**config.mk**
```make
export PLATFORM = sky130hd
export DESIGN_NAME = fcfs_elevator_controller
export DESIGN_NICKNAME = d
export VERILOG_FILES = /design/src/rtl/fcfs_pkg.sv /design/src/rtl/fcfs_elevator_controller.sv /design/src/rtl/fcfs_ram.sv
export VERILOG_INCLUDE_DIRS = /design/src /design/src/rtl
export SDC_FILE = /design/constraint.sdc
export NUM_CORES = 1
export LEC_CHECK = 0
export ABC_AREA = 1
export BUFFER_PORTS_ARGS = -buffer_cell sky130_fd_sc_hd__buf_4
export CORE_MARGIN = 1
export CORE_UTILIZATION = 54
export CTS_BUF_LIST = sky130_fd_sc_hd__clkbuf_8
export DETAILED_ROUTE_END_ITERATION = 10
export PLACE_DENSITY = 0.73
export SLEW_MARGIN = 5
export SYNTH_ARGS = -nofsm -noshare
export SYNTH_HDL_FRONTEND = slang
export SYNTH_SLANG_ARGS = --single-unit
```
**constraint.sdc**
```tcl
create_clock -name clk_i -period 5.9 [get_ports clk_i]
set_clock_uncertainty 0.1 [all_clocks]
set_input_delay 1.18 -clock clk_i [delete_from_list [all_inputs] [get_ports clk_i]]
set_output_delay 1.18 -clock clk_i [all_outputs]
set_load 0.01 [all_outputs]
```
**src/rtl/assert_macros.svh**
```systemverilog
// ----------------------------------------------------------------------------
// assert_macros.svh
// Assertion macros shared by the elevator controller RTL. They expand to
// nothing when SYNTHESIS is defined.
// ----------------------------------------------------------------------------
`ifndef ASSERT_MACROS_SVH
`define ASSERT_MACROS_SVH

`ifndef SYNTHESIS
// Check a property on every rising edge of clk_i while rst_ni is high.
`define FCFS_ASSERT(lbl, prop) \
  lbl: assert property (@(posedge clk_i) disable iff (!rst_ni) (prop)) \
    else $error("fcfs: assertion failed");
// Check that a condition never holds on a rising edge of clk_i.
`define FCFS_ASSERT_NEVER(lbl, expr) \
  lbl: assert property (@(posedge clk_i) disable iff (!rst_ni) !(expr)) \
    else $error("fcfs: forbidden condition seen");
`else
`define FCFS_ASSERT(lbl, prop)
`define FCFS_ASSERT_NEVER(lbl, expr)
`endif

`endif

```
**src/rtl/fcfs_pkg.sv**
```systemverilog
// ----------------------------------------------------------------------------
// fcfs_pkg
// Sizes, codes and types of the first-come-first-served elevator controller.
// ----------------------------------------------------------------------------
package fcfs_pkg;

  localparam int unsigned QUEUE_DEPTH = 16;
  localparam int unsigned QIDX_W      = (QUEUE_DEPTH > 1) ? $clog2(QUEUE_DEPTH) : 1;
  localparam int unsigned CNT_W       = $clog2(QUEUE_DEPTH + 1);

  localparam int unsigned FLOOR_W  = 8;
  localparam int unsigned PERSON_W = 16;
  localparam int unsigned KIND_W   = 3;
  localparam int unsigned ENTRY_W  = PERSON_W + 2 * FLOOR_W;

  // A tick causes at most three events: floor report, pickup, drop-off.
  localparam int unsigned MAX_EV = 3;
  localparam int unsigned EVN_W  = 2;

  localparam logic [FLOOR_W-1:0] TOP_FLOOR_RST = 8'd15;

  // Input operation codes.
  localparam logic OP_REQUEST = 1'b0;
  localparam logic OP_TICK    = 1'b1;

  typedef enum logic [KIND_W-1:0] {
    EV_ACCEPT = 3'd0,
    EV_REJECT = 3'd1,
    EV_FLOOR  = 3'd2,
    EV_PICKUP = 3'd3,
    EV_DROP   = 3'd4
  } event_kind_e;

  typedef enum logic [1:0] {
    PH_IDLE   = 2'd0,
    PH_TO_SRC = 2'd1,
    PH_TO_DST = 2'd2
  } phase_e;

  typedef struct packed {
    event_kind_e         kind;
    logic [PERSON_W-1:0] person;
    logic [FLOOR_W-1:0]  floor;
    logic                last;
  } event_t;

  typedef struct packed {
    logic [PERSON_W-1:0] person;
    logic [FLOOR_W-1:0]  src;
    logic [FLOOR_W-1:0]  dst;
  } entry_t;

endpackage

```
**src/rtl/fcfs_elevator_controller.sv**
```systemverilog
// ----------------------------------------------------------------------------
// fcfs_elevator_controller
// First-come-first-served elevator controller with a RAM-backed ride queue.
// ----------------------------------------------------------------------------
// Usage: send ride requests (op = 0) and ticks (op = 1) on the input
// channel. A request yields one item, accepted or rejected; it is rejected
// when the queue is full or either floor lies above top_floor. A tick yields
// zero to three items: when the car is idle the oldest request is popped,
// a pickup or drop-off due at the current floor is reported, and otherwise
// the car moves one floor and reports the floor it reaches plus any pickup
// or drop-off there. The last item of each input carries last = 1.
// Flow: one item is worked on at a time. A request is handled in S_IDLE, a
// tick of a moving car passes through S_RESOLVE, and a tick that pops the
// queue passes through S_POP and then S_RESOLVE, since the queue RAM read
// is registered. The results then leave a three-entry event buffer one per
// cycle through the output register while the receiver is ready, and the
// next item is taken once the buffer is empty, even while the final result
// still sits in the output register. A tick of an idle car with an empty
// queue yields no result. top_floor is written through cfg_we_i / cfg_data_i;
// the user must write it only while idle: the block does not enforce it.
// ----------------------------------------------------------------------------
`include "assert_macros.svh"

module fcfs_elevator_controller import fcfs_pkg::*; (
  input  logic                clk_i,
  input  logic                rst_ni,
  // configuration
  input  logic                cfg_we_i,
  input  logic [FLOOR_W-1:0]  cfg_data_i,
  // input channel
  input  logic                in_valid_i,
  output logic                in_ready_o,
  input  logic                op_i,
  input  logic [PERSON_W-1:0] person_id_i,
  input  logic [FLOOR_W-1:0]  source_floor_i,
  input  logic [FLOOR_W-1:0]  destination_floor_i,
  // output channel
  output logic                out_valid_o,
  input  logic                out_ready_i,
  output logic [KIND_W-1:0]   event_kind_o,
  output logic [PERSON_W-1:0] event_person_o,
  output logic [FLOOR_W-1:0]  event_floor_o,
  output logic                last_o
);

  localparam logic [1:0] S_IDLE    = 2'd0;
  localparam logic [1:0] S_POP     = 2'd1;
  localparam logic [1:0] S_RESOLVE = 2'd2;

  // Control state
  logic [1:0]          state_q, state_d;
  logic [FLOOR_W-1:0]  top_floor_q, top_floor_d;
  logic [QIDX_W-1:0]   head_q, head_d;
  logic [QIDX_W-1:0]   tail_q, tail_d;
  logic [CNT_W-1:0]    count_q, count_d;
  logic [FLOOR_W-1:0]  car_floor_q, car_floor_d;
  phase_e              phase_q, phase_d;
  logic [PERSON_W-1:0] act_person_q, act_person_d;
  logic [FLOOR_W-1:0]  act_src_q, act_src_d;
  logic [FLOOR_W-1:0]  act_dst_q, act_dst_d;
  logic [EVN_W-1:0]    ev_n_q, ev_n_d;
  logic                out_valid_q, out_valid_d;

  // Payload
  event_t ev_q [MAX_EV];
  event_t ev_d [MAX_EV];
  event_t out_q, out_d;

  // Queue RAM
  logic   ram_we, ram_re;
  entry_t ram_wdata, ram_rdata;
  logic [ENTRY_W-1:0] ram_rdata_raw;

  // Resolve results
  event_t           res_ev [MAX_EV];
  logic [EVN_W-1:0] res_n;
  phase_e           res_phase;
  logic [FLOOR_W-1:0] res_floor;

  logic in_fire, out_load, queue_full, reject;

  assign in_ready_o = (state_q == S_IDLE) && (ev_n_q == '0);
  assign in_fire    = in_valid_i && in_ready_o;
  assign out_load   = (ev_n_q != '0) && (!out_valid_q || out_ready_i);
  assign queue_full = (count_q == CNT_W'(QUEUE_DEPTH));
  assign reject     = queue_full || (source_floor_i > top_floor_q)
                      || (destination_floor_i > top_floor_q);

  assign ram_we    = in_fire && (op_i == OP_REQUEST) && !reject;
  assign ram_wdata = '{person: person_id_i, src: source_floor_i, dst: destination_floor_i};
  assign ram_re    = in_fire && (op_i != OP_REQUEST) && (phase_q == PH_IDLE)
                     && (count_q != '0);
  assign ram_rdata = entry_t'(ram_rdata_raw);

  fcfs_ram #(
    .WIDTH (ENTRY_W),
    .DEPTH (QUEUE_DEPTH)
  ) u_queue_ram (
    .clk_i   (clk_i),
    .we_i    (ram_we),
    .waddr_i (tail_q),
    .wdata_i (ram_wdata),
    .re_i    (ram_re),
    .raddr_i (head_q),
    .rdata_o (ram_rdata_raw)
  );

  // Resolve one tick of an active ride: pickup/drop-off here, else move
  // one floor and resolve again at the new floor.
  always_comb begin
    phase_e             ph;
    logic [FLOOR_W-1:0] fl;
    logic [FLOOR_W-1:0] target;
    logic [EVN_W-1:0]   n;
    ph = phase_q;
    fl = car_floor_q;
    n  = '0;
    target = '0;
    for (int i = 0; i < MAX_EV; i++) begin
      res_ev[i] = '{kind: EV_FLOOR, person: '0, floor: '0, last: 1'b0};
    end
    if (ph == PH_TO_SRC && fl == act_src_q) begin
      res_ev[n] = '{kind: EV_PICKUP, person: act_person_q, floor: act_src_q, last: 1'b0};
      n  = n + 1'b1;
      ph = PH_TO_DST;
    end
    if (ph == PH_TO_DST && fl == act_dst_q) begin
      res_ev[n] = '{kind: EV_DROP, person: act_person_q, floor: act_dst_q, last: 1'b0};
      n  = n + 1'b1;
      ph = PH_IDLE;
    end
    if (n == '0 && ph != PH_IDLE) begin
      target = (ph == PH_TO_SRC) ? act_src_q : act_dst_q;
      fl = (target < fl) ? fl - 1'b1 : fl + 1'b1;
      res_ev[n] = '{kind: EV_FLOOR, person: '0, floor: fl, last: 1'b0};
      n = n + 1'b1;
      if (ph == PH_TO_SRC && fl == act_src_q) begin
        res_ev[n] = '{kind: EV_PICKUP, person: act_person_q, floor: act_src_q, last: 1'b0};
        n  = n + 1'b1;
        ph = PH_TO_DST;
      end
      if (ph == PH_TO_DST && fl == act_dst_q) begin
        res_ev[n] = '{kind: EV_DROP, person: act_person_q, floor: act_dst_q, last: 1'b0};
        n  = n + 1'b1;
        ph = PH_IDLE;
      end
    end
    // Mark the final event of this tick.
    for (int i = 0; i < MAX_EV; i++) begin
      res_ev[i].last = (EVN_W'(i) == n - 1'b1);
    end
    res_n     = n;
    res_phase = ph;
    res_floor = fl;
  end

  // Next-state logic
  always_comb begin
    state_d      = state_q;
    top_floor_d  = top_floor_q;
    head_d       = head_q;
    tail_d       = tail_q;
    count_d      = count_q;
    car_floor_d  = car_floor_q;
    phase_d      = phase_q;
    act_person_d = act_person_q;
    act_src_d    = act_src_q;
    act_dst_d    = act_dst_q;
    ev_n_d       = ev_n_q;
    out_d        = out_q;
    out_valid_d  = out_valid_q;
    for (int i = 0; i < MAX_EV; i++) begin
      ev_d[i] = ev_q[i];
    end

    if (cfg_we_i) begin
      top_floor_d = cfg_data_i;
    end

    // Drain the event buffer into the output register, oldest first.
    if (out_load) begin
      out_d       = ev_q[0];
      out_valid_d = 1'b1;
      for (int i = 0; i < MAX_EV - 1; i++) begin
        ev_d[i] = ev_q[i+1];
      end
      ev_n_d = ev_n_q - 1'b1;
    end else if (out_ready_i) begin
      out_valid_d = 1'b0;
    end

    case (state_q)
      S_IDLE: begin
        if (in_fire) begin
          if (op_i == OP_REQUEST) begin
            ev_d[0] = '{kind: reject ? EV_REJECT : EV_ACCEPT, person: person_id_i,
                        floor: source_floor_i, last: 1'b1};
            ev_n_d  = EVN_W'(1);
            if (!reject) begin
              tail_d  = (tail_q == QIDX_W'(QUEUE_DEPTH - 1)) ? '0 : tail_q + 1'b1;
              count_d = count_q + 1'b1;
            end
          end else if (phase_q != PH_IDLE) begin
            state_d = S_RESOLVE;
          end else if (count_q != '0) begin
            state_d = S_POP;
          end
          // An idle tick with an empty queue produces nothing.
        end
      end
      S_POP: begin
        // Load the oldest ride from the RAM read issued at accept.
        act_person_d = ram_rdata.person;
        act_src_d    = ram_rdata.src;
        act_dst_d    = ram_rdata.dst;
        head_d       = (head_q == QIDX_W'(QUEUE_DEPTH - 1)) ? '0 : head_q + 1'b1;
        count_d      = count_q - 1'b1;
        phase_d      = PH_TO_SRC;
        state_d      = S_RESOLVE;
      end
      S_RESOLVE: begin
        for (int i = 0; i < MAX_EV; i++) begin
          ev_d[i] = res_ev[i];
        end
        ev_n_d      = res_n;
        phase_d     = res_phase;
        car_floor_d = res_floor;
        state_d     = S_IDLE;
      end
      default: begin
        state_d = S_IDLE;
      end
    endcase
  end

  always_ff @(posedge clk_i or negedge rst_ni) begin
    if (!rst_ni) begin
      state_q      <= S_IDLE;
      top_floor_q  <= TOP_FLOOR_RST;
      head_q       <= '0;
      tail_q       <= '0;
      count_q      <= '0;
      car_floor_q  <= '0;
      phase_q      <= PH_IDLE;
      act_person_q <= '0;
      act_src_q    <= '0;
      act_dst_q    <= '0;
      ev_n_q       <= '0;
      out_valid_q  <= 1'b0;
    end else begin
      state_q      <= state_d;
      top_floor_q  <= top_floor_d;
      head_q       <= head_d;
      tail_q       <= tail_d;
      count_q      <= count_d;
      car_floor_q  <= car_floor_d;
      phase_q      <= phase_d;
      act_person_q <= act_person_d;
      act_src_q    <= act_src_d;
      act_dst_q    <= act_dst_d;
      ev_n_q       <= ev_n_d;
      out_valid_q  <= out_valid_d;
    end
  end

  always_ff @(posedge clk_i) begin
    out_q <= out_d;
    for (int i = 0; i < MAX_EV; i++) begin
      ev_q[i] <= ev_d[i];
    end
  end

  assign out_valid_o    = out_valid_q;
  assign event_kind_o   = out_q.kind;
  assign event_person_o = out_q.person;
  assign event_floor_o  = out_q.floor;
  assign last_o         = out_q.last;

  // Assertions
  `FCFS_ASSERT(a_count_bound, count_q <= CNT_W'(QUEUE_DEPTH))
  `FCFS_ASSERT(a_ready_empty_buf, in_ready_o |-> (ev_n_q == '0))
  `FCFS_ASSERT(a_pop_then_resolve, (state_q == S_POP) |=> (state_q == S_RESOLVE))
  `FCFS_ASSERT(a_pop_nonempty, (state_q == S_POP) |-> (count_q != '0))
  `FCFS_ASSERT_NEVER(a_resolve_active, (state_q == S_RESOLVE) && (phase_q == PH_IDLE))

endmodule

```
**src/rtl/fcfs_ram.sv**
```systemverilog
// ----------------------------------------------------------------------------
// fcfs_ram
// Generic single-write, single-read RAM with a registered read port.
// ----------------------------------------------------------------------------
module fcfs_ram #(
  parameter int unsigned WIDTH = 32,
  parameter int unsigned DEPTH = 16,
  localparam int unsigned ADDR_W = (DEPTH > 1) ? $clog2(DEPTH) : 1
) (
  input  logic              clk_i,
  input  logic              we_i,
  input  logic [ADDR_W-1:0] waddr_i,
  input  logic [WIDTH-1:0]  wdata_i,
  input  logic              re_i,
  input  logic [ADDR_W-1:0] raddr_i,
  output logic [WIDTH-1:0]  rdata_o
);

  logic [WIDTH-1:0] mem_q [DEPTH];
  logic [WIDTH-1:0] rdata_q;

  always_ff @(posedge clk_i) begin
    if (we_i) begin
      mem_q[waddr_i] <= wdata_i;
    end
    if (re_i) begin
      rdata_q <= mem_q[raddr_i];
    end
  end

  assign rdata_o = rdata_q;

endmodule
```
==> summary.md <==
| Metric | Value |
|---|---|
| Setup Crit Path Kind | reg2reg |
| Die Y | 243.8 µm |
| RSZ-0062 raised after global routing | true |
| Critical Path Slowest Stage Cell | fa_2 |
| Via count | 23,505 |
| Leak pwr | 13.78 nW |
| Area Overhead vs Synth | 16.08% |
| Cell Count, Final, Fillers Out | 3,855 |
| Fin. max-slew vios | 0 |
| CTS tree | done |
| Crit end category | flop |
| Fin util | 63.53% |
| Critical path fanouts, max | 8 |
| Number of I/O pins | 76 |
| Sequential area share after synthesis | 66.91% |
| Netlist cell types | 58 |
| Layout fillers | 4,443 |
| Post-synthesis cell count | 2,817 |
| Relative slew slack | 23.66% |
| Area leader, netlist | edfxtp_1 |
| Starting Density | 54.73% |
| #FFs+latches synth | 724 |
| Final hold vios | 0 |
| Detailed Route WL | 89.37 mm |
| All-Layer GR Usage | 29.62% |
| Synth Area in Adders | 2.172% |
| Avg Cell Area, Syn | 11.21 µm² |
| Hold Path Stages | 0 |
| Core area | 57,700 µm² |
| Rows | 88 |
| Share of Yosys cell area claimed by the top area cell type | 59.73% |
| Buffers on Ports | 75 |
| Worst Tran Pin Value | 1.145 ns |
| DR WL/cell | 23.18 µm |
| Drt first pass iters | 6 |
| DR vias/cell | 6.097 |
| Clk root buf | clkbuf_8 |
| Required @ worst endpoint | 6.42 ns |
| Post-route cell area | 36,650 µm² |
| Hold EP | event_person_o[3] |
| Synth Flop Type | edfxtp_1 |
| Complex-gate fraction of the synthesized area | 12.15% |
| Top-count cell post-synth | edfxtp_1 |
| Main area contributors after synthesis | edfxtp_1 (60%), o21ai_0 (5.9%), nand2_1 (5.7%), dfrtp_1 (5.1%), nor2_1 (4.0%) |
| Top Family by Delay on Critical Path | simple AND/OR/NAND/NOR gates |
| Die area | 59,440 µm² |
| R2R Path Start | car_floor_q[1] |
| DRC | 0 |
| Tcrit/Tclk final | 97.58% |
| H-tree Lvls | 3 |
| Number of nets in the layout | 3,093 |
| Fmax | 173.7 MHz |
| R2R Path End | ev_q[0][39] |
| Antenna fix cells | 0 |
| Pin count of the biggest net entering global routing | 186 |
| CTS buffer count | 110 |
| Vias in the first global route | 22,577 |
| Cell Area, Synth | 31,570 µm² |
| Number of clock sinks | 724 |
| Worst Path Buf+Inv | 7 |
| Crit start category | flop |
| HP Start | ev_q[0][12] |
| Clock buffer depth | 3 |
| Global-route wire length before repair | 133.5 mm |
| Power Dens Cells | 514.4 nW/µm² |
| Simple-Gate Fraction of Synth Area | 14.43% |
| Die W | 243.8 µm |
| Critical Path Max Stage Delay | 0.50 ns |
| FF-to-FF path depth | 35 |
| Max Cap Viol | 0 |
| Warnings from Yosys | 0 |
| Hpwl dp | 51.61 mm |
| Layout cells sized above 1 | 17.80% |
| Max VDD drop | 0.4258 mV |
| Final setup viols | 0 |
| Number of enable flip-flop cells after synthesis | 628 |
| Critical Path AT | 6.28 ns |
| Clock slew seen by the registers of the worst setup and hold paths | 0.08 ns |
| Fin crit period | 5.757 ns |
| XOR/XNOR Fraction of Synth Area | 0.6103% |
| Cell mode on critical path | nand2_1 |
| Mux cell area share after synthesis | 0.1030% |
| Post-DRT Antenna Nets | 0 |
| Worst R2R Setup Slack | 0.14 ns |
| Worst skew pair latency | 0.75 ns |
| Dpl cell area | 33,850 µm² |
| Main combinational cell family by area after synthesis | simple AND/OR/NAND/NOR gates |
| Congestion Overflow GR | 0 |
| Tot Pwr | 18.86 mW |
| Post-synth ARST share | 9.392% |
| DR iter-0 viols | 2,626 |
| Status | completed |
| Placed Cells | 3,628 |
| Hold crit path type | reg2reg |
| Post-Syn Nets | 2,916 |
| Synth top cells by count | edfxtp_1 (628), nand2_1 (482), o21ai_0 (372), nor2_1 (333), nand3_1 (171) |
| Final Wtd Congestion | 0.9026 |
| Antenna violations before repair | 1 |
-- worst reg2reg max path: cells and delay by family (launching register included) --
kind | cells | cell delay (ns)
buffers and inverters | 7 | 0.88
adder cells (fa/ha/maj) | 4 | 1.37
AO/OA/AOI/OAI | 4 | 0.75
AND/OR/NAND/NOR | 20 | 2.13
flip-flops | 1 | 0.42
-- per-stage QoR --
stage / TNS (ns) / hold WS, ns / worst slack, ns
2_1_floorplan: 0 / 0.3030 / 0.1347
3_3_place_gp: 0 / 0.3135 / 0.01344
3_5_place_dp: -3.068 / 0.3151 / -0.1755
4_1_cts: 0 / 0.2891 / 0.002772
5_1_grt: -3.585 / 0.3372 / -0.1617
6_report: 0 / 0.3316 / 0.1430
-- routing by layer --
| layer | share of wire (%) | vias to the layer above | global-route usage, % |
|---|---|---|---|
| li1 | - | 10554 | - |
| met1 | 40 | 11511 | 40.82 |
| met2 | 48 | 1231 | 48.11 |
| met3 | 8.9 | 207 | 4.461 |
| met4 | 2.9 | 2 | 10.31 |
| met5 | 0.019 | - | 0 |
-- area by class of cell --
cell class	instances	area, µm²	share of cell area, %
Timing Repair inverter	1	8.758	0.02390
Timing Repair Buffer	231	2042	5.571
Multi-Input combinational cell	1801	9871	26.93
Sequential cell	724	21140	57.67
Inverter	125	486.7	1.328
Tap cell	765	957.2	2.611
Clock buffer	116	1597	4.356
Clock inverter	92	553.0	1.509
-- sequential cells by signal (all words and copies together) (netlist names) --
| register | count |
|---|---|
| event_kind_o | 3 |
| act_dst_q | 8 |
| ev_n_q | 2 |
| u_queue_ram.rdata_o | 32 |
| u_queue_ram.mem_q | 512 |
| last_o | 1 |
| out_valid_o | 1 |
| event_floor_o | 8 |
| top_floor_q | 8 |
| event_person_o | 16 |
| state_q | 2 |
| act_src_q | 8 |
| phase_q | 2 |
| head_q | 4 |
| tail_q | 4 |
| car_floor_q | 8 |
| ev_q | 84 |
| count_q | 5 |
| act_person_q | 16 |
-- worst max-delay path by stage --
stage                  endpoint      startpoint  slack, ns  cells after the start
finish              ev_q[0][39]  car_floor_q[1]       0.14                     35
global route        ev_q[0][52]    act_src_q[6]      -0.16                     38
CTS                 ev_q[0][47]  car_floor_q[1]      0.003                     37
detailed placement  ev_q[0][47]      phase_q[1]      -0.18                     31
global placement    ev_q[0][48]      phase_q[1]       0.01                     31
floorplan           ev_q[0][45]  car_floor_q[0]       0.13                     38
-- power breakdown --
part           switching [mW]  leakage (nW)  total, mW  internal, mW
clock                    1.99          1.21       4.04          2.05
combinational            5.13          5.77       8.01          2.88
sequential              0.482          6.79       6.81          6.33
-- cells by family (layout without fill, tap and decap cells) --
| kind of cell | after synthesis | after routing |
|---|---|---|
| flip-flops | 724 | 724 |
| AND/OR/NAND/NOR | 1066 | 1068 |
| AO/OA/AOI/OAI | 654 | 655 |
| buffers and inverters | 295 | 565 |
| multiplexers | 3 | 3 |
| adder cells (fa/ha/maj) | 53 | 53 |
| XOR/XNOR | 22 | 22 |
-- cells in the final DEF (no fill, tap or decap), types with 13 or more instances in the layout --
cell type	Yosys	routed
nand2_2	7	40
clkinv_2	0	15
o211ai_1	30	30
nand2_1	482	448
nand3_1	171	155
buf_4	2	204
ha_1	50	44
edfxtp_1	628	628
clkbuf_8	0	116
o21ai_1	12	13
o221ai_1	102	101
clkinv_1	3	37
buf_12	0	18
o22ai_1	37	37
o21ai_0	372	369
inv_2	13	18
dfxtp_1	28	28
nand3_2	5	19
nand4_1	24	24
dfrtp_1	64	58
inv_1	109	131
a21oi_1	84	79
nor2_4	2	22
nor2_1	333	308
xor2_1	16	14
-- what timing repair did --
action	4_1_cts	5_1_grt
resized for setup	3	117
endpoints found under the setup margin	49	81
buffers inserted	0	12
hold buffers	0	0
gates cloned	1	6
pin swaps	1	65
(Power assumes the default switching activity.)
